==> src/rtl/rfit_ram.sv <==
// Generic single-write, single-read RAM with registered read data.
module rfit_ram #(
   parameter int WIDTH = 48,
   parameter int DEPTH = 81
) (
   input  logic                     clock,
   input  logic                     wr_en,
   input  logic [$clog2(DEPTH)-1:0] wr_addr,
   input  logic [WIDTH-1:0]         wr_data,
   input  logic                     rd_en,
   input  logic [$clog2(DEPTH)-1:0] rd_addr,
   output logic [WIDTH-1:0]         rd_data
);

   logic [WIDTH-1:0] mem_ff [DEPTH];
   logic [WIDTH-1:0] rd_data_ff;

   always_ff @(posedge clock) begin
      if (wr_en) begin
         mem_ff[wr_addr] <= wr_data;
      end
      if (rd_en) begin
         rd_data_ff <= mem_ff[rd_addr];
      end
   end

   assign rd_data = rd_data_ff;

endmodule

==> config.mk <==
export PLATFORM = sky130hd
export DESIGN_NAME = rfit_ram
export DESIGN_NICKNAME = d
export VERILOG_FILES = /design/src/rtl/rfit_ram.sv
export SDC_FILE = /design/constraint.sdc
export NUM_CORES = 2
export LEC_CHECK = 0
export CAP_MARGIN = 10
export CORE_MARGIN = 8
export CORE_UTILIZATION = 50
export CTS_CLUSTER_SIZE = 40
export DETAILED_ROUTE_END_ITERATION = 8
export DONT_BUFFER_PORTS = 1
export PLACE_DENSITY = 0.76
export SYNTH_ARGS = -nofsm -noshare
export SYNTH_HDL_FRONTEND = slang
export SYNTH_SLANG_ARGS = --single-unit
export TNS_END_PERCENT = 5
==> constraint.sdc <==
create_clock -name clock -period 18.1 [get_ports clock]
set_input_delay 3.62 -clock clock [delete_from_list [all_inputs] [get_ports clock]]
set_output_delay 3.62 -clock clock [all_outputs]
set_load 0.02 [all_outputs]
**Word level (Yosys, flattened, before mapping)**

Memories as Yosys holds them, arrays and structs flattened. A register that Yosys moved wholly into a read port is not among the register bits.
Cells that the tools add are included.

- Muxes and demuxes: 2

Operators by type and width:

| cell | number |
|---|---|
| $mux W1 | 2 |

- Input port bits: 65
- Output and inout bits: 48
- Flip-flop bits (word level): 0
- Bits in writable memories: 3888
- Memories kept: 1
- Logic and storage cells: 3

Memories:

| memory | depth | width | read ports | clocked after memory_dff | write ports | RTL line | source |
|---|---|---|---|---|---|---|---|
| mem_ff | 81 | 48 | 1 | 1 | 1 | 15 | `logic [WIDTH-1:0] mem_ff [DEPTH];` |

**Longest topological paths before layout**

- Depth after elaboration: 2
- Gate-level depth with buffers: 13
- Gate-level depth less buffers: 6

**Least setup slack after synthesis**

Ideal clock, no wire load.

- Kind: input port to flip-flop
- From: input wr_en
- To: memory mem_ff[24][0], enable pin
- Data required time: 17526 ps
- Stages: 3
- Buffers on the path: 1
- Data arrival time: 8751 ps
- Setup slack: 8775 ps
- Cell sequence: clkbuf_1 nand4_1 nor4_1

- Cells in the longest elaborated chain, start to end: 2

Ends and longest elaborated chain:

| item | RTL line | source |
|---|---|---|
| start: declaration | 7 | `input logic wr_en,` |
| $mux W1 | 19 | `if (wr_en) begin` |
| $mux W1 (not written as such) | 20 | `mem_ff[wr_addr] <= wr_data;` |
| end: declaration | 15 |  |

No other way between the ends.

==> flow_summary_export.csv <==
group,metric,value,unit
yosys,synth_cells,6494,
clock_network,clock_path_buffers,4,
clock_network,clk_latency,0.89,ns
die,start_util,50.2,%
pwr,power.internal,0.0145,W
pwr,p_comb_share,3.3,%
timing,finalMaxSlewViolations,532,
die,chipHeight,565,um
detailed_routing,initialDrtViolationCount,12800,
timing,fmax,0.124,GHz
die,num_io_pins,113,
grt,grt_max_degree,740,
run_status,violations,"slew limit",
pwr,irDropWorstVdd,0.0727,mV
min_path,min_path_type,"reg2reg",
clock_network,cts_tree,"built",
critical_path,required,18.74,ns
detailed_routing,drt_first_pass_iters,6,
layout,fin_nets,6716,
layout,syn2layout_area_growth,10.7,%
timing,setup_viol,0,
grt,track_usage,25.2,%
grt,first_global_vias,74000,
yosys,synth_edf_count,3936,
critical_path,arrival,8.71,ns
critical_path,critPathLaunchType,"primary input",
timing,fin_crit,8.07,ns
grt,grt_pass1_wl,568000,um
place,place_congestion,0.801,
clock_network,cts_resized,0,
pwr,powerDensity,109,nW/um2
yosys,synth-main-ff-cell,"edfxtp_1",
yosys,postSynth.asyncResetShare,0,%
timing,finalSetupTns,0,ns
timing,max_slew.worst_pin.slew,2.95,ns
die,row_count,201,
critical_path,crit_type,"in2reg",
critical_path,cp-end-kind,"flip-flop",
yosys,ys_warn_count,0,
timing,rsz0062_at_grt,"no",
run,max_cap_viol_count,0,
pwr,p_leak,51.4,nW
pwr,p_sw_share,20.0,%
clock_network,numCtsBuffers,359,
yosys,synth_cell_types,51,
detailed_routing,drc,0,
timing,min_period_over_period,44.6,%
clock_network,path_clk_slew,0.06,ns
detailed_routing,ant_nets,0,
timing,skew,0.0465,ns
die,core-area,300000,um2
clock_network,post_cts_buffers,0,
detailed_routing,via_per_inst,6.77,
place,dp.final_hpwl,205000,um
clock_network,cts_root_buffer,"clkbuf_16",
place,port_buffers,0,
yosys,synth_fp_nets,6559,
timing,finalHoldViolations,0,
clock_network,cts_max_level,5,
pwr,p_switching,0.00364,W
clock_network,hold_buffers,0,
clock_network,cts.sinks,3936,
die,die_x,565,um
critical_path,critical_path.max_fanout,171,
timing,slew_headroom,-96.4,%
yosys,synth-seq-cells,3936,
grt,antenna_found_initial,18,
yosys,post_synth.cell_area_avg,23.2,um2
layout,fillers,21000,
detailed_routing,wl_per_cell,37.7,um
pwr,p_clk_share,41.0,%
yosys,syn_area,151000,um2
yosys,synth_seq_area_share,78.5,%
grt,globalRouteOverflowTotal,0,
die,dieArea,319000,um2
detailed_routing,vias,73800,
pwr,total_power,0.0182,W
layout,drive_gt1_share,25.8,%
run_status,outcome,"complete, but fails checks",
pwr,seq_power_share,55.7,%
detailed_routing,wl,411000,um
## worst paths after layout
check                       from     endpoint  slack (ns)  cells past startpoint
setup reg to reg   mem_ff[21][1]   rd_data[1]       15.08                      5
hold reg to reg   mem_ff[80][44]  rd_data[44]        0.57                      2
setup / recovery      rd_addr[0]  rd_data[17]       10.03                     10
hold / removal    mem_ff[80][44]  rd_data[44]        0.57                      2
## state kept, by name (all words and copies together) (netlist names)
signal,cells
mem_ff,3888
rd_data,48
## power by group through the flow
stage	Combinational [W]	Clock (W)	Sequential (W)
after global routing	0.000621	0.00781	0.0101
after CTS	0.000590	0.00749	0.0101
after floorplan	0.000490	0	0.0103
final	0.000607	0.00745	0.0101
after detailed placement	0.000581	0	0.0103
after global placement	0.000574	0	0.0103
## area by class of cell
type | instances | area, um2 | area share (%)
clock inverter | 226 | 2040 | 1.22
antenna | 3 | 7.51 | 0.00450
multi-input combinational | 2195 | 30800 | 18.5
inverter | 4 | 20.0 | 0.0120
sequential | 3936 | 118000 | 70.9
clock buffer | 419 | 9340 | 5.60
tap | 3958 | 4950 | 2.97
timing repair buffer | 155 | 1350 | 0.810
## synth_stat cells (62+ instances only)
| master | number | area share [%] |
|---|---|---|
| nand3_1 | 80 | 0.27 |
| a22oi_1 | 151 | 0.75 |
| clkbuf_1 | 93 | 0.23 |
| nand2_1 | 104 | 0.26 |
| nor2_1 | 92 | 0.23 |
| edfxtp_1 | 3936 | 79 |
| buf_4 | 92 | 0.46 |
| mux2_2 | 107 | 0.80 |
| mux4_2 | 923 | 14 |
| a21oi_1 | 62 | 0.21 |
| mux2i_1 | 310 | 2.1 |
| buf_2 | 107 | 0.36 |
## through the flow
| stage | utilization [%] | instance area (um2) | worst slack [ns] | hold slack (ns) | cells |
|---|---|---|---|---|---|
| floorplan | - | 151000 | 8.77 | 0.519 | 6494 |
| global placement | 51.8 | 155000 | 9.13 | 0.548 | 10200 |
| detailed placement | 51.8 | 155000 | 9.16 | 0.551 | 10200 |
| CTS | 55.6 | 167000 | 10.02 | 0.559 | 10900 |
| global route | 55.6 | 167000 | 9.66 | 0.582 | 10900 |
| finish | 55.6 | 167000 | 10.03 | 0.565 | 10900 |
## placed cells by master (no fill, tap or decap), drive strengths merged, types with 10 or more instances in the layout
cell,n
edfxtp,3936
mux4,923
clkbuf,420
mux2i,310
clkinv,162
buf,154
a22oi,151
mux2,107
nand2,104
nor2,92
nand3,80
a21oi,62
nor2b,53
o22ai,51
a211oi,47
o21ai,41
bufinv,32
clkinvlp,27
o211ai,21
nand2b,21
o31ai,20
a31oi,13
a221oi,13
nor3,12
nand4,11
o221ai,10
## critical path, stage by stage
cell and delay, ns:
buf_16 0.80, buf_16 0.55, buf_16 0.60, buf_16 0.78, mux4_2 0.63, mux4_2 0.51, o22ai_1 0.19, a211oi_1 0.10
a21oi_1 0.23, o21ai_0 0.11
## routing by layer
metal	up-vias	routed length, um	global-route usage, %
met5	-	313	0
met1	38500	136000	32.3
met3	1228	57600	7.31
met4	10	21800	10.9
li1	28000	-	-
met2	6017	195000	40.7
## kinds of logic (layout without fill, tap and decap cells)
kind of cell,after synthesis,in the layout,share of synthesized area (%)
compound gates,462,462,2.13
buf+inv,363,804,1.47
flops,3936,3936,78.5
mux,1340,1340,16.7
other cells,0,3,0
simple gates,393,393,1.24
Power figures use the tool's default switching activity.
