[src/rtl/rfit_pkg.sv]
// Shared types, constants and saturation helpers for the RLS ellipsoid fit block.
package rfit_pkg;

   localparam int NUM_COEFS = 9;
   localparam int NUM_CELLS = NUM_COEFS * NUM_COEFS;
   localparam int NUM_QUAD  = 3;
   localparam int REG_TERMS = 6;
   localparam int COEF_W    = 48;
   localparam int MUL_W     = COEF_W + 1;
   localparam int ACC_W     = COEF_W + 5;
   localparam int CFG_W     = 47;
   localparam int SAMPLE_W  = 24;
   localparam int IDX_W     = 4;
   localparam int CELL_W    = 7;
   localparam int CSR_IDX_W = 2;

   localparam logic [CSR_IDX_W-1:0] REG_NOISE  = 2'd0;
   localparam logic [CSR_IDX_W-1:0] REG_PQUAD  = 2'd1;
   localparam logic [CSR_IDX_W-1:0] REG_POTHER = 2'd2;

   localparam logic [CFG_W-1:0] NOISE_RST  = 47'd4294967;
   localparam logic [CFG_W-1:0] PQUAD_RST  = 47'd42949672960;
   localparam logic [CFG_W-1:0] POTHER_RST = 47'd4294967296;

   localparam logic [IDX_W-1:0] LAST_IDX = IDX_W'(NUM_COEFS - 1);
   localparam logic [IDX_W-1:0] LAST_REG = IDX_W'(REG_TERMS - 1);

   typedef logic signed [COEF_W-1:0] coef_type;
   typedef logic signed [MUL_W-1:0]  opnd_type;
   typedef logic signed [ACC_W-1:0]  acc_type;

   localparam coef_type COEF_MAX = {1'b0, {(COEF_W-1){1'b1}}};
   localparam coef_type COEF_MIN = {1'b1, {(COEF_W-1){1'b0}}};

   typedef enum logic [5:0] {
      S_IDLE  = 6'b000001,
      S_FETCH = 6'b000010,
      S_OPER  = 6'b000100,
      S_WAIT  = 6'b001000,
      S_DWAIT = 6'b010000,
      S_EMIT  = 6'b100000
   } state_type;

   typedef enum logic [5:0] {
      PH_REG = 6'b000001,
      PH_DV  = 6'b000010,
      PH_PD  = 6'b000100,
      PH_UD  = 6'b001000,
      PH_DIV = 6'b010000,
      PH_PU  = 6'b100000
   } phase_type;

   typedef enum logic [3:0] {
      MS_IDLE = 4'b0001,
      MS_LO   = 4'b0010,
      MS_HI   = 4'b0100,
      MS_RND  = 4'b1000
   } mul_state_type;

   typedef enum logic [2:0] {
      DS_IDLE = 3'b001,
      DS_RUN  = 3'b010,
      DS_FIN  = 3'b100
   } div_state_type;

   function automatic coef_type sat_coef(input acc_type v);
      coef_type r;
      if (v > acc_type'(COEF_MAX)) begin
         r = COEF_MAX;
      end else if (v < acc_type'(COEF_MIN)) begin
         r = COEF_MIN;
      end else begin
         r = COEF_W'(v);
      end
      return r;
   endfunction

   // magnitude plus sign to a saturated signed value
   function automatic coef_type apply_sign(input logic [COEF_W-2:0] mag, input logic neg,
                                           input logic big);
      coef_type r;
      if (big) begin
         r = neg ? COEF_MIN : COEF_MAX;
      end else if (neg) begin
         r = -coef_type'({1'b0, mag});
      end else begin
         r = coef_type'({1'b0, mag});
      end
      return r;
   endfunction

endpackage

[src/rtl/rfit_mul.sv]
// Shared fixed-point multiplier: two partial products, round half away, saturate.
module rfit_mul #(
   parameter int FRAC_BITS = 32
) (
   input  logic               clock,
   input  logic               reset,
   input  logic               start,
   input  rfit_pkg::opnd_type a,
   input  rfit_pkg::opnd_type b,
   output logic               done,
   output rfit_pkg::coef_type res
);
   import rfit_pkg::*;

   localparam int LO_W   = 25;
   localparam int PP_W   = MUL_W + LO_W;
   localparam int PROD_W = 2 * MUL_W;

   mul_state_type       mstate_ff, mstate_in;
   logic [MUL_W-1:0]    ma_ff, ma_in, mb_ff, mb_in;
   logic                neg_ff, neg_in;
   logic [PROD_W-1:0]   prod_ff, prod_in;
   logic                done_ff, done_in;
   coef_type            res_ff, res_in;
   logic [LO_W-1:0]     mb_part;
   logic [PP_W-1:0]     pp;
   logic [PROD_W-1:0]   rnd;
   logic [PROD_W-1:0]   rsh;

   always_comb begin
      mb_part = (mstate_ff == MS_LO) ? mb_ff[LO_W-1:0] : LO_W'(mb_ff[MUL_W-1:LO_W]);
      pp      = PP_W'(ma_ff) * PP_W'(mb_part);
      rnd     = prod_ff + (PROD_W'(1) << (FRAC_BITS - 1));
      rsh     = rnd >> FRAC_BITS;
   end

   always_comb begin
      mstate_in = mstate_ff;
      ma_in     = ma_ff;
      mb_in     = mb_ff;
      neg_in    = neg_ff;
      prod_in   = prod_ff;
      done_in   = 1'b0;
      res_in    = res_ff;
      unique case (mstate_ff)
         MS_IDLE: begin
            if (start) begin
               ma_in     = a[MUL_W-1] ? MUL_W'(-a) : MUL_W'(a);
               mb_in     = b[MUL_W-1] ? MUL_W'(-b) : MUL_W'(b);
               neg_in    = a[MUL_W-1] ^ b[MUL_W-1];
               mstate_in = MS_LO;
            end
         end
         MS_LO: begin
            prod_in   = PROD_W'(pp);
            mstate_in = MS_HI;
         end
         MS_HI: begin
            prod_in   = prod_ff + (PROD_W'(pp) << LO_W);
            mstate_in = MS_RND;
         end
         MS_RND: begin
            res_in    = apply_sign(rsh[COEF_W-2:0], neg_ff, |rsh[PROD_W-1:COEF_W-1]);
            done_in   = 1'b1;
            mstate_in = MS_IDLE;
         end
         default: mstate_in = MS_IDLE;
      endcase
   end

   always_ff @(posedge clock) begin
      if (reset) begin
         mstate_ff <= MS_IDLE;
         done_ff   <= 1'b0;
      end else begin
         mstate_ff <= mstate_in;
         done_ff   <= done_in;
      end
      ma_ff   <= ma_in;
      mb_ff   <= mb_in;
      neg_ff  <= neg_in;
      prod_ff <= prod_in;
      res_ff  <= res_in;
   end

   assign done = done_ff;
   assign res  = res_ff;

endmodule

[config.mk]
export PLATFORM = sky130hd
export DESIGN_NAME = rfit_mul
export DESIGN_NICKNAME = d
export VERILOG_FILES = /design/src/rtl/rfit_pkg.sv /design/src/rtl/rfit_mul.sv
export SDC_FILE = /design/constraint.sdc
export NUM_CORES = 2
export LEC_CHECK = 0
export CAP_MARGIN = 25
export CORE_MARGIN = 1.5
export CORE_UTILIZATION = 50
export DETAILED_ROUTE_END_ITERATION = 12
export DONT_BUFFER_PORTS = 1
export PLACE_DENSITY_LB_ADDON = 0.08
export SLEW_MARGIN = 20
export SYNTH_ARGS = -nofsm -noshare
export SYNTH_HDL_FRONTEND = slang
export SYNTH_SLANG_ARGS = --single-unit
[constraint.sdc]
create_clock -name clock -period 14.6 [get_ports clock]
set_input_delay 0.73 -clock clock [delete_from_list [all_inputs] [get_ports clock]]
set_output_delay 0.73 -clock clock [all_outputs]
set_load 0.01 [all_outputs]
After elaboration in Yosys (flattened, before gate mapping)
Index checks and enable logic that the tools add are counted.
{ "word_totals": {"word_cells": 34, "regBits": 250, "out_inout_bits": 49, "inputBits": 101} }
{ "classes": {"bitwise_logic": 1, "n_addsub": 5, "n_eq_ne": 5, "multipliers": 1, "reduce_logical": 3, "mux": 10} }
{ "ops": {"columns": ["operator", "n"], "rows": [
  ["48-bit 2-to-1 mux", 5],
  ["98-bit one-hot mux with 2 select lines", 1],
  ["98-bit by 32-bit adder with 98-bit output, second input constant", 1],
  ["98-bit adder", 1],
  ["49-bit negator", 2],
  ["49-bit by 25-bit multiplier with 74-bit output", 1],
  ["47-bit negator with 48-bit output", 1],
  ["25-bit 2-to-1 mux", 1],
  ["19-bit OR reduction", 1],
  ["4-bit one-hot mux with 3 select lines", 1],
  ["4-bit by 1-bit == test with 1-bit output, second input constant", 1],
  ["4-bit by 2-bit == test with 1-bit output, second input constant", 1],
  ["4-bit by 3-bit == test with 1-bit output, second input constant", 1],
  ["4-bit == test, second input constant", 1],
  ["4-bit 2-to-1 mux", 1],
  ["2-bit != test, second input constant", 1],
  ["2-bit AND reduction", 1],
  ["2-bit nonzero test", 1],
  ["1-bit 2-to-1 mux", 1],
  ["1-bit XOR", 1]
]} }

Logic depth before layout (Yosys ltp)
{ "depth": {"word_depth": 5, "depth_mapped": 44, "mapped_depth_nobuf": 41} }

Worst setup path before layout
Ideal clock, no wire load.
{ "synth_path": {"kind": "in2reg", "startpoint": "input start", "endpoint": "register ma_ff[0], enable pin", "stages": 2, "setup_time_ns": 0.802, "t_arrival_ns": 10.161, "path_slack_ns": 3.637, "path_cell_list": "nand2_1 -> nor4_1"} }
{ "synth_via": {"elab_chain_len": 1} }
{ "synth_lines": {"columns": ["element", "line", "text"], "rows": [
  ["start, declared", "rfit_mul.sv:7", "input logic start,"],
  ["2-bit AND reduction (no source line)", null, null],
  ["end signal, assigned", "rfit_mul.sv:79", "ma_ff <= ma_in;"],
  ["end, declared", "rfit_mul.sv:20", "logic [MUL_W-1:0] ma_ff, ma_in, mb_ff, mb_in;"]
]} }
Every way passes these cells.
A chain may end at the register's enable or synchronous reset.

Worst setup path in the final report
{ "layout_path": {"startpoint": "register mstate_ff[1]", "endpoint": "register prod_ff[93], data pin"} }
{ "layout_via": {"elab_chain_len": 5, "word_cells_on_any_way": 6, "classes_between": "add/sub (1); mul (1); eq/ne (2); mux (2)"} }
{ "layout_lines": {"columns": ["element", "line", "text"], "rows": [
  ["start, declared", "rfit_mul.sv:19", "mul_state_type mstate_ff, mstate_in;"],
  ["start signal, assigned", "rfit_mul.sv:76", "mstate_ff <= mstate_in;"],
  ["4-bit by 2-bit == test with 1-bit output", "rfit_mul.sv:31, rfit_mul.sv:45", null],
  ["25-bit 2-to-1 mux", "rfit_mul.sv:31", "mb_part = (mstate_ff == MS_LO) ? mb_ff[LO_W-1:0] : LO_W'(mb_ff[MUL_W-1:LO_W]);"],
  ["49-bit by 25-bit multiplier with 74-bit output", "rfit_mul.sv:32", "pp = PP_W'(ma_ff) * PP_W'(mb_part);"],
  ["98-bit adder", "rfit_mul.sv:59", "prod_in = prod_ff + (PROD_W'(pp) << LO_W);"],
  ["98-bit one-hot mux with 2 select lines *", "rfit_mul.sv:45", "unique case (mstate_ff)"],
  ["end signal, assigned", "rfit_mul.sv:82", "prod_ff <= prod_in;"],
  ["end, declared", "rfit_mul.sv:22", "logic [PROD_W-1:0] prod_ff, prod_in;"]
]} }
Every way passes the cells marked *; elsewhere a longest branch is shown, timed or not.

==> flow_summary.json <==
{
  "final_net_count": 7556,
  "synthDistinctLibCells": 66,
  "drv_cap": 0,
  "critical_path_s_largest_stage_delay_ns": 0.59,
  "grt_pass1_wl_mm": 264,
  "maximum_number_of_pins_on_one_net_before_global_route_repair": 74,
  "synthesis.area_um2": 55600,
  "path_max_fanout": 58,
  "critPathArrivalTime_ns": 12.68,
  "htreeDepth": 1,
  "startpoint_type": "register",
  "core_area_um2": 111000,
  "critical_path.endpoint_type": "register",
  "final_period_minus_worst_setup_slack_ns": 12.31,
  "r2r-start": "mstate_ff[1]",
  "cts_max_path_buffers": 3,
  "met3_length_mm": 11.0,
  "worstSkewPairLatency_ns": 0.68,
  "reg2reg_to": "prod_ff[93]",
  "route.detailed.wl_per_inst_um": 22.7,
  "criticalPathCategory": "register to register",
  "synth.net_count": 7747,
  "post_synth_arst_share_pct": 0,
  "postCtsHoldBufs": 0,
  "grt_setup_unrepaired": "false",
  "place.gp.congestion": 0.937,
  "port-buffer-count": 0,
  "avgSynthCellArea_um2": 8.87,
  "flow.area_growth_from_synthesis_pct": 4.77,
  "grt_remaining_overflow": 0,
  "post-place-ws_ns": 2.48,
  "layout-drive-gt1-share_pct": 3.87,
  "synthDominantAreaCellType": "fa_1",
  "crit_required_ns": 14.97,
  "setup_viol": 0,
  "worst-slew-pin-transition_ns": 0.939,
  "finish.utilization_pct": 52.7,
  "via_per_inst": 5.70,
  "totalNegativeSetupSlack_ns": 0,
  "post_synth_main_area_contributors": "fa_1 (39%), edfxtp_1 (12%), inv_1 (8.0%), ha_1 (6.7%), nand2_1 (6.2%)",
  "dr.first_iter.drc_count": 3228,
  "routed.top_layer": "met5",
  "postCtsSetupBuffers": 0,
  "die-height_um": 337,
  "synth_edf_count": 220,
  "whs_endpoint": "mstate_ff[1]",
  "report.final.hold_viol_count": 0,
  "cts_root_buffer": "clkbuf_16",
  "maxClockFrequency_ghz": 0.0813,
  "floorplan.initialDensity_pct": 50.3,
  "place.detailed.hpwl_mm": 133,
  "met2WireLength_mm": 82.2,
  "synthesized_netlist_cell_count": 6271,
  "number_of_antenna_violations_at_the_first_check_in_global_routing": 3,
  "yosysSeqAreaShare_pct": 12.1,
  "cts_repair_resize_count": 0,
  "top_level_ports": 150,
  "reg2regPathDepth": 39,
  "wl_met1_mm": 70.2,
  "yosys_most_used_dff": "edfxtp_1",
  "max-slew-margin-rel_pct": 36.6,
  "flip_flop_and_latch_count_after_synthesis": 225,
  "r2r_slack_ns": 2.29,
  "fp.dieW_um": 337,
  "via_count_of_the_first_global_routing_pass": 44300,
  "maxSlewViolCount": 0,
  "dieArea_um2": 113000,
  "gr-usage-all-layers_pct": 30.9,
  "crit_path_top_delay_cell": "mux2_2",
  "mostFrequentLayoutCells": "inv_1 (1185), fa_1 (1079), nand2_1 (915)",
  "first_pass_iters": 5,
  "final_min_period_over_clock_period_pct": 84.3,
  "total_of_warnings_raised_by_yosys": 0,
  "hold_slack_ns": 0.108,
  "synthDominantCellAreaShare_pct": 38.8,
  "cts-buffers-inserted": 30,
  "std_cell_rows": 122,
  "worstHoldPathCells": 1,
  "setup_slack_ns": 2.29,
  "mostFrequentLayoutCell": "inv_1",
  "min-delay-start": "reset",
  "number_of_antenna_violating_nets_in_the_routed_design": 0,
  "clock-skew-final_ns": 0.0320,
  "run_status": "finished, final reports clean",
  "numClockSinks": 225,
  "kind_of_path_behind_the_tightest_hold_check": "primary input to register",
  "clock_tree_from_tritoncts": "yes",
  "vias": 43300,
  "number_of_remaining_drc_errors": 0,
  "drt_wl_total_mm": 173,
  "worst_setup_hold_path_clk_slew_ns": 0.07
}
cell usage after synthesis (8+ instances only):
cell         n
xnor2_1    220
nor2b_1    214
edfxtp_1   220
buf_1       10
o21a_1      20
o41ai_1     17
ha_1       296
a21oi_1    223
nand2b_1    24
a21o_1     106
a211oi_1    12
nor2_1     185
mux2i_1     15
o31ai_1     47
fa_1      1079
or2_2       10
clkbuf_1   326
mux2_2      28
or3_1       33
o21ai_0    205
o311ai_0     9
nand3_1     61
xor2_1      72
and3_1      52
o21bai_1    43
a31oi_1     25
a21boi_0    12
and2_1     328
nand2_1    915
inv_1     1185
o22ai_1      8
or4_1       26
nor4_1      23
nand4_1     68
nor3_1      49
cell type report:
type,count,area [um2]
multi-input combinational,4525,43300
fill,10600,52200
sequential,225,6710
timing repair buffer,113,907
tap,1488,1860
antenna,4,10.0
clock buffer,31,754
inverter,1185,4450
clock inverter,25,288
metal layers:
metal  vias to the layer above  global-route usage, %
li1                      19100                      -
met1                     22200                   40.9
met2                      1576                   50.5
met3                       414                   4.27
met4                         2                   14.4
met5                         -                      0
worst max-delay path: cells and delay by family (launching register included):
family                     cells  cell delay [ns]
adders and majority gates      9             4.37
buffers and inverters         10             1.31
and+or+nand+nor                7             2.14
DFF                            1             0.47
xor gates and xnor gates       2             0.51
AOI/OAI and AO/OA             10             2.49
muxes                          1             0.59
registers in the layout (all words and copies together), names as in the netlist:
name       cells
ma_ff         49
prod_ff       73
res           48
mb_ff         49
mstate_ff      4
neg_ff         1
done           1
metrics by stage:
stage          std cells  instance area, um2
2_1_floorplan       6271               55600
3_3_place_gp        7532               57200
3_5_place_dp        7534               57200
4_1_cts             7590               58200
5_1_grt             7593               58300
6_report            7596               58300
cells by family after synthesis:
kind of cell | count (synthesis) | synth area share, %
AND/OR/NAND/NOR | 2020 | 17.8
AO/OA/AOI/OAI | 794 | 8.94
buffers and inverters | 1521 | 10.3
adder cells (fa/ha/maj) | 1375 | 45.5
XOR/XNOR | 293 | 4.64
flip-flops | 225 | 12.1
multiplexers | 43 | 0.837
worst max path at each step:
stage,start,end,slack (ns),cells after the start
after global routing,mstate_ff[1],prod_ff[93],1.60,39
after CTS,mstate_ff[1],prod_ff[93],2.38,38
after global placement,mstate_ff[1],prod_ff[93],2.51,39
final,mstate_ff[1],prod_ff[93],2.29,39
after detailed placement,mstate_ff[1],prod_ff[93],2.48,38
after floorplan,start,ma_ff[0],3.64,2
Power is left out: the tool's default activity adds up to more than one toggle a clock period on the data nets, which glitch-free logic cannot reach.
