$ cat src/rtl/rfit_pkg.sv
// Shared types, constants and saturation helpers for the RLS ellipsoid fit block.
package rfit_pkg;

   localparam int NUM_COEFS = 9;
   localparam int NUM_CELLS = NUM_COEFS * NUM_COEFS;
   localparam int NUM_QUAD  = 3;
   localparam int REG_TERMS = 6;
   localparam int COEF_W    = 48;
   localparam int MUL_W     = COEF_W + 1;
   localparam int ACC_W     = COEF_W + 5;
   localparam int CFG_W     = 47;
   localparam int SAMPLE_W  = 24;
   localparam int IDX_W     = 4;
   localparam int CELL_W    = 7;
   localparam int CSR_IDX_W = 2;

   localparam logic [CSR_IDX_W-1:0] REG_NOISE  = 2'd0;
   localparam logic [CSR_IDX_W-1:0] REG_PQUAD  = 2'd1;
   localparam logic [CSR_IDX_W-1:0] REG_POTHER = 2'd2;

   localparam logic [CFG_W-1:0] NOISE_RST  = 47'd4294967;
   localparam logic [CFG_W-1:0] PQUAD_RST  = 47'd42949672960;
   localparam logic [CFG_W-1:0] POTHER_RST = 47'd4294967296;

   localparam logic [IDX_W-1:0] LAST_IDX = IDX_W'(NUM_COEFS - 1);
   localparam logic [IDX_W-1:0] LAST_REG = IDX_W'(REG_TERMS - 1);

   typedef logic signed [COEF_W-1:0] coef_type;
   typedef logic signed [MUL_W-1:0]  opnd_type;
   typedef logic signed [ACC_W-1:0]  acc_type;

   localparam coef_type COEF_MAX = {1'b0, {(COEF_W-1){1'b1}}};
   localparam coef_type COEF_MIN = {1'b1, {(COEF_W-1){1'b0}}};

   typedef enum logic [5:0] {
      S_IDLE  = 6'b000001,
      S_FETCH = 6'b000010,
      S_OPER  = 6'b000100,
      S_WAIT  = 6'b001000,
      S_DWAIT = 6'b010000,
      S_EMIT  = 6'b100000
   } state_type;

   typedef enum logic [5:0] {
      PH_REG = 6'b000001,
      PH_DV  = 6'b000010,
      PH_PD  = 6'b000100,
      PH_UD  = 6'b001000,
      PH_DIV = 6'b010000,
      PH_PU  = 6'b100000
   } phase_type;

   typedef enum logic [3:0] {
      MS_IDLE = 4'b0001,
      MS_LO   = 4'b0010,
      MS_HI   = 4'b0100,
      MS_RND  = 4'b1000
   } mul_state_type;

   typedef enum logic [2:0] {
      DS_IDLE = 3'b001,
      DS_RUN  = 3'b010,
      DS_FIN  = 3'b100
   } div_state_type;

   function automatic coef_type sat_coef(input acc_type v);
      coef_type r;
      if (v > acc_type'(COEF_MAX)) begin
         r = COEF_MAX;
      end else if (v < acc_type'(COEF_MIN)) begin
         r = COEF_MIN;
      end else begin
         r = COEF_W'(v);
      end
      return r;
   endfunction

   // magnitude plus sign to a saturated signed value
   function automatic coef_type apply_sign(input logic [COEF_W-2:0] mag, input logic neg,
                                           input logic big);
      coef_type r;
      if (big) begin
         r = neg ? COEF_MIN : COEF_MAX;
      end else if (neg) begin
         r = -coef_type'({1'b0, mag});
      end else begin
         r = coef_type'({1'b0, mag});
      end
      return r;
   endfunction

endpackage

$ cat src/rtl/rfit_div.sv
// Bit-serial restoring divider for the gain: (n << FRAC_BITS) / d, rounded and saturated.
module rfit_div #(
   parameter int FRAC_BITS = 32
) (
   input  logic               clock,
   input  logic               reset,
   input  logic               start,
   input  rfit_pkg::coef_type num,
   input  rfit_pkg::coef_type den,
   output logic               done,
   output rfit_pkg::coef_type quo
);
   import rfit_pkg::*;

   localparam int NUM_W  = COEF_W + FRAC_BITS;
   localparam int QUO_W  = COEF_W + 2;
   localparam int HEAD_W = NUM_W - QUO_W;
   localparam int REM_W  = COEF_W + 1;
   localparam int CNT_W  = $clog2(QUO_W);
   localparam logic [QUO_W-1:0] QUO_LIM  = QUO_W'(1) << COEF_W;
   localparam logic [CNT_W-1:0] CNT_LAST = CNT_W'(QUO_W - 1);

   div_state_type       dstate_ff, dstate_in;
   logic [COEF_W-1:0]   ud_ff, ud_in;
   logic                neg_ff, neg_in;
   logic [REM_W-1:0]    rem_ff, rem_in;
   logic [QUO_W-1:0]    low_ff, low_in, q_ff, q_in;
   logic                over_ff, over_in;
   logic [CNT_W-1:0]    cnt_ff, cnt_in;
   logic                done_ff, done_in;
   coef_type            quo_ff, quo_in;
   logic [COEF_W-1:0]   un, udv;
   logic [NUM_W-1:0]    nfull;
   logic [HEAD_W-1:0]   head;
   logic [REM_W-1:0]    trial;
   logic                ge;
   logic                over_fin, rnd;
   logic [QUO_W:0]      qr;

   always_comb begin
      un       = num[COEF_W-1] ? COEF_W'(-num) : COEF_W'(num);
      udv      = den[COEF_W-1] ? COEF_W'(-den) : COEF_W'(den);
      nfull    = NUM_W'(un) << FRAC_BITS;
      head     = nfull[NUM_W-1:QUO_W];
      trial    = {rem_ff[REM_W-2:0], low_ff[QUO_W-1]};
      ge       = trial >= REM_W'(ud_ff);
      over_fin = over_ff || (q_ff > QUO_LIM);
      rnd      = {rem_ff[REM_W-2:0], 1'b0} >= REM_W'(ud_ff);
      qr       = (QUO_W+1)'(q_ff) + (QUO_W+1)'(rnd);
   end

   always_comb begin
      dstate_in = dstate_ff;
      ud_in     = ud_ff;
      neg_in    = neg_ff;
      rem_in    = rem_ff;
      low_in    = low_ff;
      q_in      = q_ff;
      over_in   = over_ff;
      cnt_in    = cnt_ff;
      done_in   = 1'b0;
      quo_in    = quo_ff;
      unique case (dstate_ff)
         DS_IDLE: begin
            if (start) begin
               ud_in     = udv;
               neg_in    = num[COEF_W-1] ^ den[COEF_W-1];
               rem_in    = REM_W'(head);
               over_in   = REM_W'(head) >= REM_W'(udv);
               low_in    = nfull[QUO_W-1:0];
               q_in      = '0;
               cnt_in    = '0;
               dstate_in = DS_RUN;
            end
         end
         DS_RUN: begin
            rem_in = ge ? trial - REM_W'(ud_ff) : trial;
            q_in   = {q_ff[QUO_W-2:0], ge};
            low_in = low_ff << 1;
            cnt_in = cnt_ff + 1'b1;
            if (cnt_ff == CNT_LAST) begin
               dstate_in = DS_FIN;
            end
         end
         DS_FIN: begin
            quo_in    = apply_sign(qr[COEF_W-2:0], neg_ff, over_fin || (|qr[QUO_W:COEF_W-1]));
            done_in   = 1'b1;
            dstate_in = DS_IDLE;
         end
         default: dstate_in = DS_IDLE;
      endcase
   end

   always_ff @(posedge clock) begin
      if (reset) begin
         dstate_ff <= DS_IDLE;
         done_ff   <= 1'b0;
      end else begin
         dstate_ff <= dstate_in;
         done_ff   <= done_in;
      end
      ud_ff   <= ud_in;
      neg_ff  <= neg_in;
      rem_ff  <= rem_in;
      low_ff  <= low_in;
      q_ff    <= q_in;
      over_ff <= over_in;
      cnt_ff  <= cnt_in;
      quo_ff  <= quo_in;
   end

   assign done = done_ff;
   assign quo  = quo_ff;

endmodule

$ cat config.mk
export PLATFORM = sky130hd
export DESIGN_NAME = rfit_div
export DESIGN_NICKNAME = d
export VERILOG_FILES = /design/src/rtl/rfit_pkg.sv /design/src/rtl/rfit_div.sv
export SDC_FILE = /design/constraint.sdc
export NUM_CORES = 1
export LEC_CHECK = 0
export ABC_AREA = 1
export BUFFER_PORTS_ARGS = -buffer_cell sky130_fd_sc_hd__buf_2
export CAP_MARGIN = 25
export CORE_UTILIZATION = 60
export CTS_BUF_LIST = sky130_fd_sc_hd__clkbuf_4 sky130_fd_sc_hd__clkbuf_8
export DETAILED_ROUTE_END_ITERATION = 6
export GPL_TIMING_DRIVEN = 0
export PLACE_DENSITY_LB_ADDON = 0.08
export RECOVER_POWER = 50
export SYNTH_ARGS = -nofsm -noshare
export SYNTH_HDL_FRONTEND = slang
export SYNTH_SLANG_ARGS = --single-unit
$ cat constraint.sdc
create_clock -name clock -period 7.81 [get_ports clock]
set_clock_uncertainty 0.1 [all_clocks]
set_input_delay 0.781 -clock clock [delete_from_list [all_inputs] [get_ports clock]]
set_output_delay 0.781 -clock clock [all_outputs]
set_load 0.01 [all_outputs]
* After elaboration in Yosys (flattened, before gate mapping)
Index checks and enable logic that the tools add are counted.
** Word-level totals
- Input port bits :: 99
- Output and inout bits :: 49
- Flip-flop bits (word level) :: 256
- Logic and storage cells :: 52
** Operators by class
- $add $sub $neg :: 6
- Muxes and demuxes :: 18
- Magnitude comparators :: 4
- Equal/unequal tests :: 6
- Bitwise logic cells :: 1
- Reductions and logical operators :: 7
** Operator list (count)
- two-way mux 48 bit :: 7
- case mux 50 bit (2 select lines) :: 2
- two-way mux 50 bit :: 2
- greater-or-equal comparator 49 x 48 -> 1 bit :: 2
- negation 48 bit :: 2
- case mux 48 bit (2 select lines) :: 1
- adder 50 x 1 -> 51 bit :: 1
- greater-than comparator 50 x 49 -> 1 bit (second input constant) :: 1
- greater-or-equal comparator 30 x 48 -> 1 bit :: 1
- negation 47 -> 48 bit :: 1
- subtractor 48 bit :: 1
- case mux 6 bit (2 select lines) :: 1
- adder 6 x 1 -> 6 bit (second input constant) :: 1
- == test 6 bit (second input constant) :: 1
- two-way mux 3 bit :: 2
- two-way mux 6 bit :: 1
- case mux 3 bit (2 select lines) :: 1
- AND reduction 2 bit :: 3
- inequality test 2 bit (second input constant) :: 2
- OR reduction 4 bit :: 1
- == test 3 x 1 -> 1 bit (second input constant) :: 1
- == test 3 x 2 -> 1 bit (second input constant) :: 1
- == test 3 bit (second input constant) :: 1
- logical OR 1 bit :: 2
- other kinds (3) :: 3

* Longest topological paths before layout
- Depth in word-level cells :: 5
- Depth in mapped cells :: 31
- Mapped depth without buffers :: 31

* Least setup slack after synthesis
OpenSTA, ideal clock, no wires.
- Path type :: in2reg
- From :: in start
- To :: reg cnt_ff[0], enable pin
- Library setup time :: 487 ps
- Path buffers :: 0
- Required time :: 7223 ps
- Arrival time :: 5834 ps
- Cell stages on the path :: 4
- Slack :: 1389 ps
- Path through :: inv_1 > nor2_1 > inv_1 > nand2_1
** On the way
- Longest elaborated chain between the ends :: 2
** RTL lines
- start, declared :: line rfit_div.sv:7 : input logic start,
- inequality test 2 bit (no line)
- AND reduction 2 bit (no line)
- end signal, assigned :: line rfit_div.sv:108 : cnt_ff <= cnt_in;
- end, declared :: line rfit_div.sv:29 : logic [CNT_W-1:0] cnt_ff, cnt_in;
Every way passes these cells.
A chain may end at the register's enable or synchronous reset.

* Final worst setup path
- From :: reg rem_ff[2]
- To :: reg quo_ff[40], in the netlist quo[40], data pin
** On the way
- Longest elaborated chain between the ends :: 5
- Elaborated cells between the ends (all ways) :: 7
- Classes of those cells :: add/sub (2); order compare (1); mux (2); reduce/logical (2)
** RTL lines
- start, declared :: line rfit_div.sv:26 : logic [REM_W-1:0] rem_ff, rem_in;
- start signal, assigned :: line rfit_div.sv:104 : rem_ff <= rem_in;
- greater-or-equal comparator 49 x 48 -> 1 bit * :: line rfit_div.sv:48 : rnd = {rem_ff[REM_W-2:0], 1'b0} >= REM_W'(ud_ff);
- adder 50 x 1 -> 51 bit * :: line rfit_div.sv:49 : qr = (QUO_W+1)'(q_ff) + (QUO_W+1)'(rnd);
- negation 47 -> 48 bit / OR reduction 4 bit (equally long branches) :: line rfit_pkg.sv:85, rfit_div.sv:86
- two-way mux 48 bit / logical OR 1 bit (equally long branches) :: line rfit_pkg.sv:84, rfit_div.sv:86
- two-way mux 48 bit * :: line rfit_pkg.sv:82 : if (big) begin
- end signal, assigned :: line rfit_div.sv:109 : quo_ff <= quo_in;
- end, declared :: line rfit_div.sv:31 : coef_type quo_ff, quo_in;
Every way passes the cells marked *; elsewhere a longest branch is shown, timed or not.

==> flow_summary.json <==
{
  "grt_use_total": 0.376,
  "port_buffers": 146,
  "hold_path_class": "input pin to flop",
  "path_clk_slew_ps": 70,
  "grt-ovfl-total": 0,
  "final_max_slew_viol_count": 49,
  "cp_max_fo": 5,
  "worstPathArrival_ps": 5620,
  "rows": 64,
  "max_slew_margin": -0.295,
  "syn_area_mm2": 0.0187,
  "dieArea_mm2": 0.0319,
  "r2r_setup_slack_ps": 2380,
  "numCtsBuffers": 37,
  "clock_path_buffers": 3,
  "tightestPinTransition_ps": 1940,
  "cts.sinks": 224,
  "wl_per_cell_um": 18.3,
  "placed_cells": 3195,
  "ys_seq_area_frac": 0.358,
  "clkLatencyLatePin_ps": 560,
  "htreeDepth": 2,
  "cts_resized": 0,
  "drc": 0,
  "syn_avg_cell_area_um2": 7.06,
  "top_level_ports": 148,
  "synth.distinct_cells": 46,
  "synth_top_cells_by_count": "nand2_1, nor2_1, inv_1",
  "synth_flop_cell": "edfxtp_1",
  "r2r-start": "rem_ff[2]",
  "totalWireLength_mm": 59.7,
  "dpl.hpwl_mm": 47.6,
  "initial_core_util": 0.611,
  "hp-start": "reset",
  "ir_drop_mv": 0.0893,
  "first_iter_violations": 1631,
  "final_area_mm2": 0.0206,
  "synth_nets": 2834,
  "utilization": 0.674,
  "drive_gt1_frac": 0.0824,
  "yosysTopAreaCellShare": 0.353,
  "grt_pass1_wl_mm": 92.6,
  "ctsHoldBuffers": 0,
  "cts_tree": "done",
  "post_cts_buffers": 0,
  "core_mm2": 0.0306,
  "hold_viol_final": 0,
  "final-setup-viol-count": 0,
  "vias": 18700,
  "yosysWarnings": 0,
  "dr.pass1.iters": 6,
  "grt_antenna_before_repair": 0,
  "syn_to_final_growth_pct": 10.2,
  "placed_area_mm2": 0.0200,
  "ys_async_sr_fraction": 0,
  "dp_slack_ps": 2660,
  "end_kind": "flop",
  "rsz0062_at_grt": "no",
  "synth-edff-count": 220,
  "viasPerCell": 5.74,
  "die_w_um": 179,
  "fmax_ghz": 0.184,
  "drv_cap": 3,
  "leakage_nw": 9.07,
  "powerDensity_mw_per_mm2": 174,
  "gp_congestion": 1.02,
  "grt_pass1_vias": 17900,
  "period_minus_slack_ps": 5430,
  "synth_top_area_cell": "edfxtp_1",
  "num_antenna_cells": 0,
  "postRouteAntennaNets": 0,
  "outcome": "complete, but fails checks",
  "fin_cells": 3260,
  "final_net_count": 3024,
  "yosys-top-cells-area": "edfxtp_1, nand2_1, nor2_1",
  "synth_most_common_cell": "nand2_1",
  "p_total_mw": 3.59,
  "ys_ff_latch": 224,
  "cts-root-buf": "clkbuf_8",
  "fin_ws_ps": 2380,
  "crit_type": "flop to flop",
  "critPathRequiredTime_ps": 8000,
  "timing.final.crit_share": 0.695,
  "syn_inst": 2648,
  "die-height_um": 179,
  "violations": "capacitance limit, slew limit",
  "grt_max_degree": 69,
  "crit_start": "rem_ff[2]",
  "cp-start-kind": "flop"
}
-- critical path, cell delays in order, from the launching register on --
cell,delay [ps]
edfxtp_1,390
ha_1,530
nand2_1,170
o21ai_0,320
a21oi_1,130
o21ai_0,120
a21boi_0,190
o21ai_0,430
ha_1,340
ha_1,200
inv_1,70
nor2_4,140
nand2_2,120
nor2_1,490
nand2_1,120
nand2_1,80
nand2_1,120
nor2_1,170
nand2_1,160
nor2_1,140
nor2_1,90
nor2_4,240
nand2_1,80
nand2_1,60
nand2_1,50
nand2_1,60
nand2_1,60
-- metal layers --
layer	share of wire	GRT usage	vias to the layer above
met5	0	0	-
met4	0.062	0.226	0
met3	0.075	0.0535	223
met2	0.49	0.664	986
met1	0.37	0.429	8492
li1	-	-	9019
-- cell type report --
cell class	instances	area, um2
multi-input cells	1993	10400
flip-flops and latches	224	6690
fillers	2568	9970
well taps	396	495
inverters	377	1420
plain buffers	54	248
clock inverters	17	110
clock buffers	48	592
repair buffers	151	711
-- cells by family after synthesis --
logic type | Yosys count | share of synthesized area
buffers and inverters | 431 | 0.0889
xor gates and xnor gates | 157 | 0.0743
and+or+nand+nor | 1397 | 0.317
adders and majority gates | 87 | 0.0586
AOI/OAI and AO/OA | 352 | 0.104
DFF | 224 | 0.358
-- metrics by stage --
step / setup TNS, ps / hold slack (ps)
final: 0 / 323
after global routing: 0 / 317
after CTS: 0 / 308
after detailed placement: 0 / 360
after global placement: -79170 / 327
after floorplan: 0 / 319
-- report_power, final --
group	total (mW)	internal (mW)	leakage (nW)	switching, mW
Combinational	1.07	0.338	6.55	0.728
Clock	1.04	0.532	0.372	0.506
Sequential	1.49	1.43	2.14	0.0506
Total	3.59	2.31	9.07	1.28
-- cells in the final DEF, fill, tap and decap left out, drive strengths merged, types with 16 or more instances in the layout --
cell type / netlist / routed
xor2: 111 / 111
ha: 86 / 86
nor3: 42 / 42
edfxtp: 220 / 220
o211ai: 28 / 28
nor4: 17 / 17
nand3: 141 / 141
inv: 374 / 376
clkinv: 3 / 16
nand4: 47 / 47
clkbuf: 34 / 137
nand2: 698 / 698
buf: 20 / 116
nor2: 434 / 434
xnor2: 46 / 46
o21ai: 147 / 147
a21oi: 126 / 126
-- final timing paths --
kind / to / cells after the start
min reg2reg: done / 1
max reg2reg: quo[40] / 26
min: dstate_ff[1] / 2
max: quo[40] / 26
-- sequential cells by signal, summed over array words and instances (netlist names) --
signal	count
cnt_ff	6
done	1
dstate_ff	3
low_ff	18
neg_ff	1
over_ff	1
q_ff	50
quo	48
rem_ff	48
ud_ff	48
Note: power is estimated with default switching activity, not from simulation.
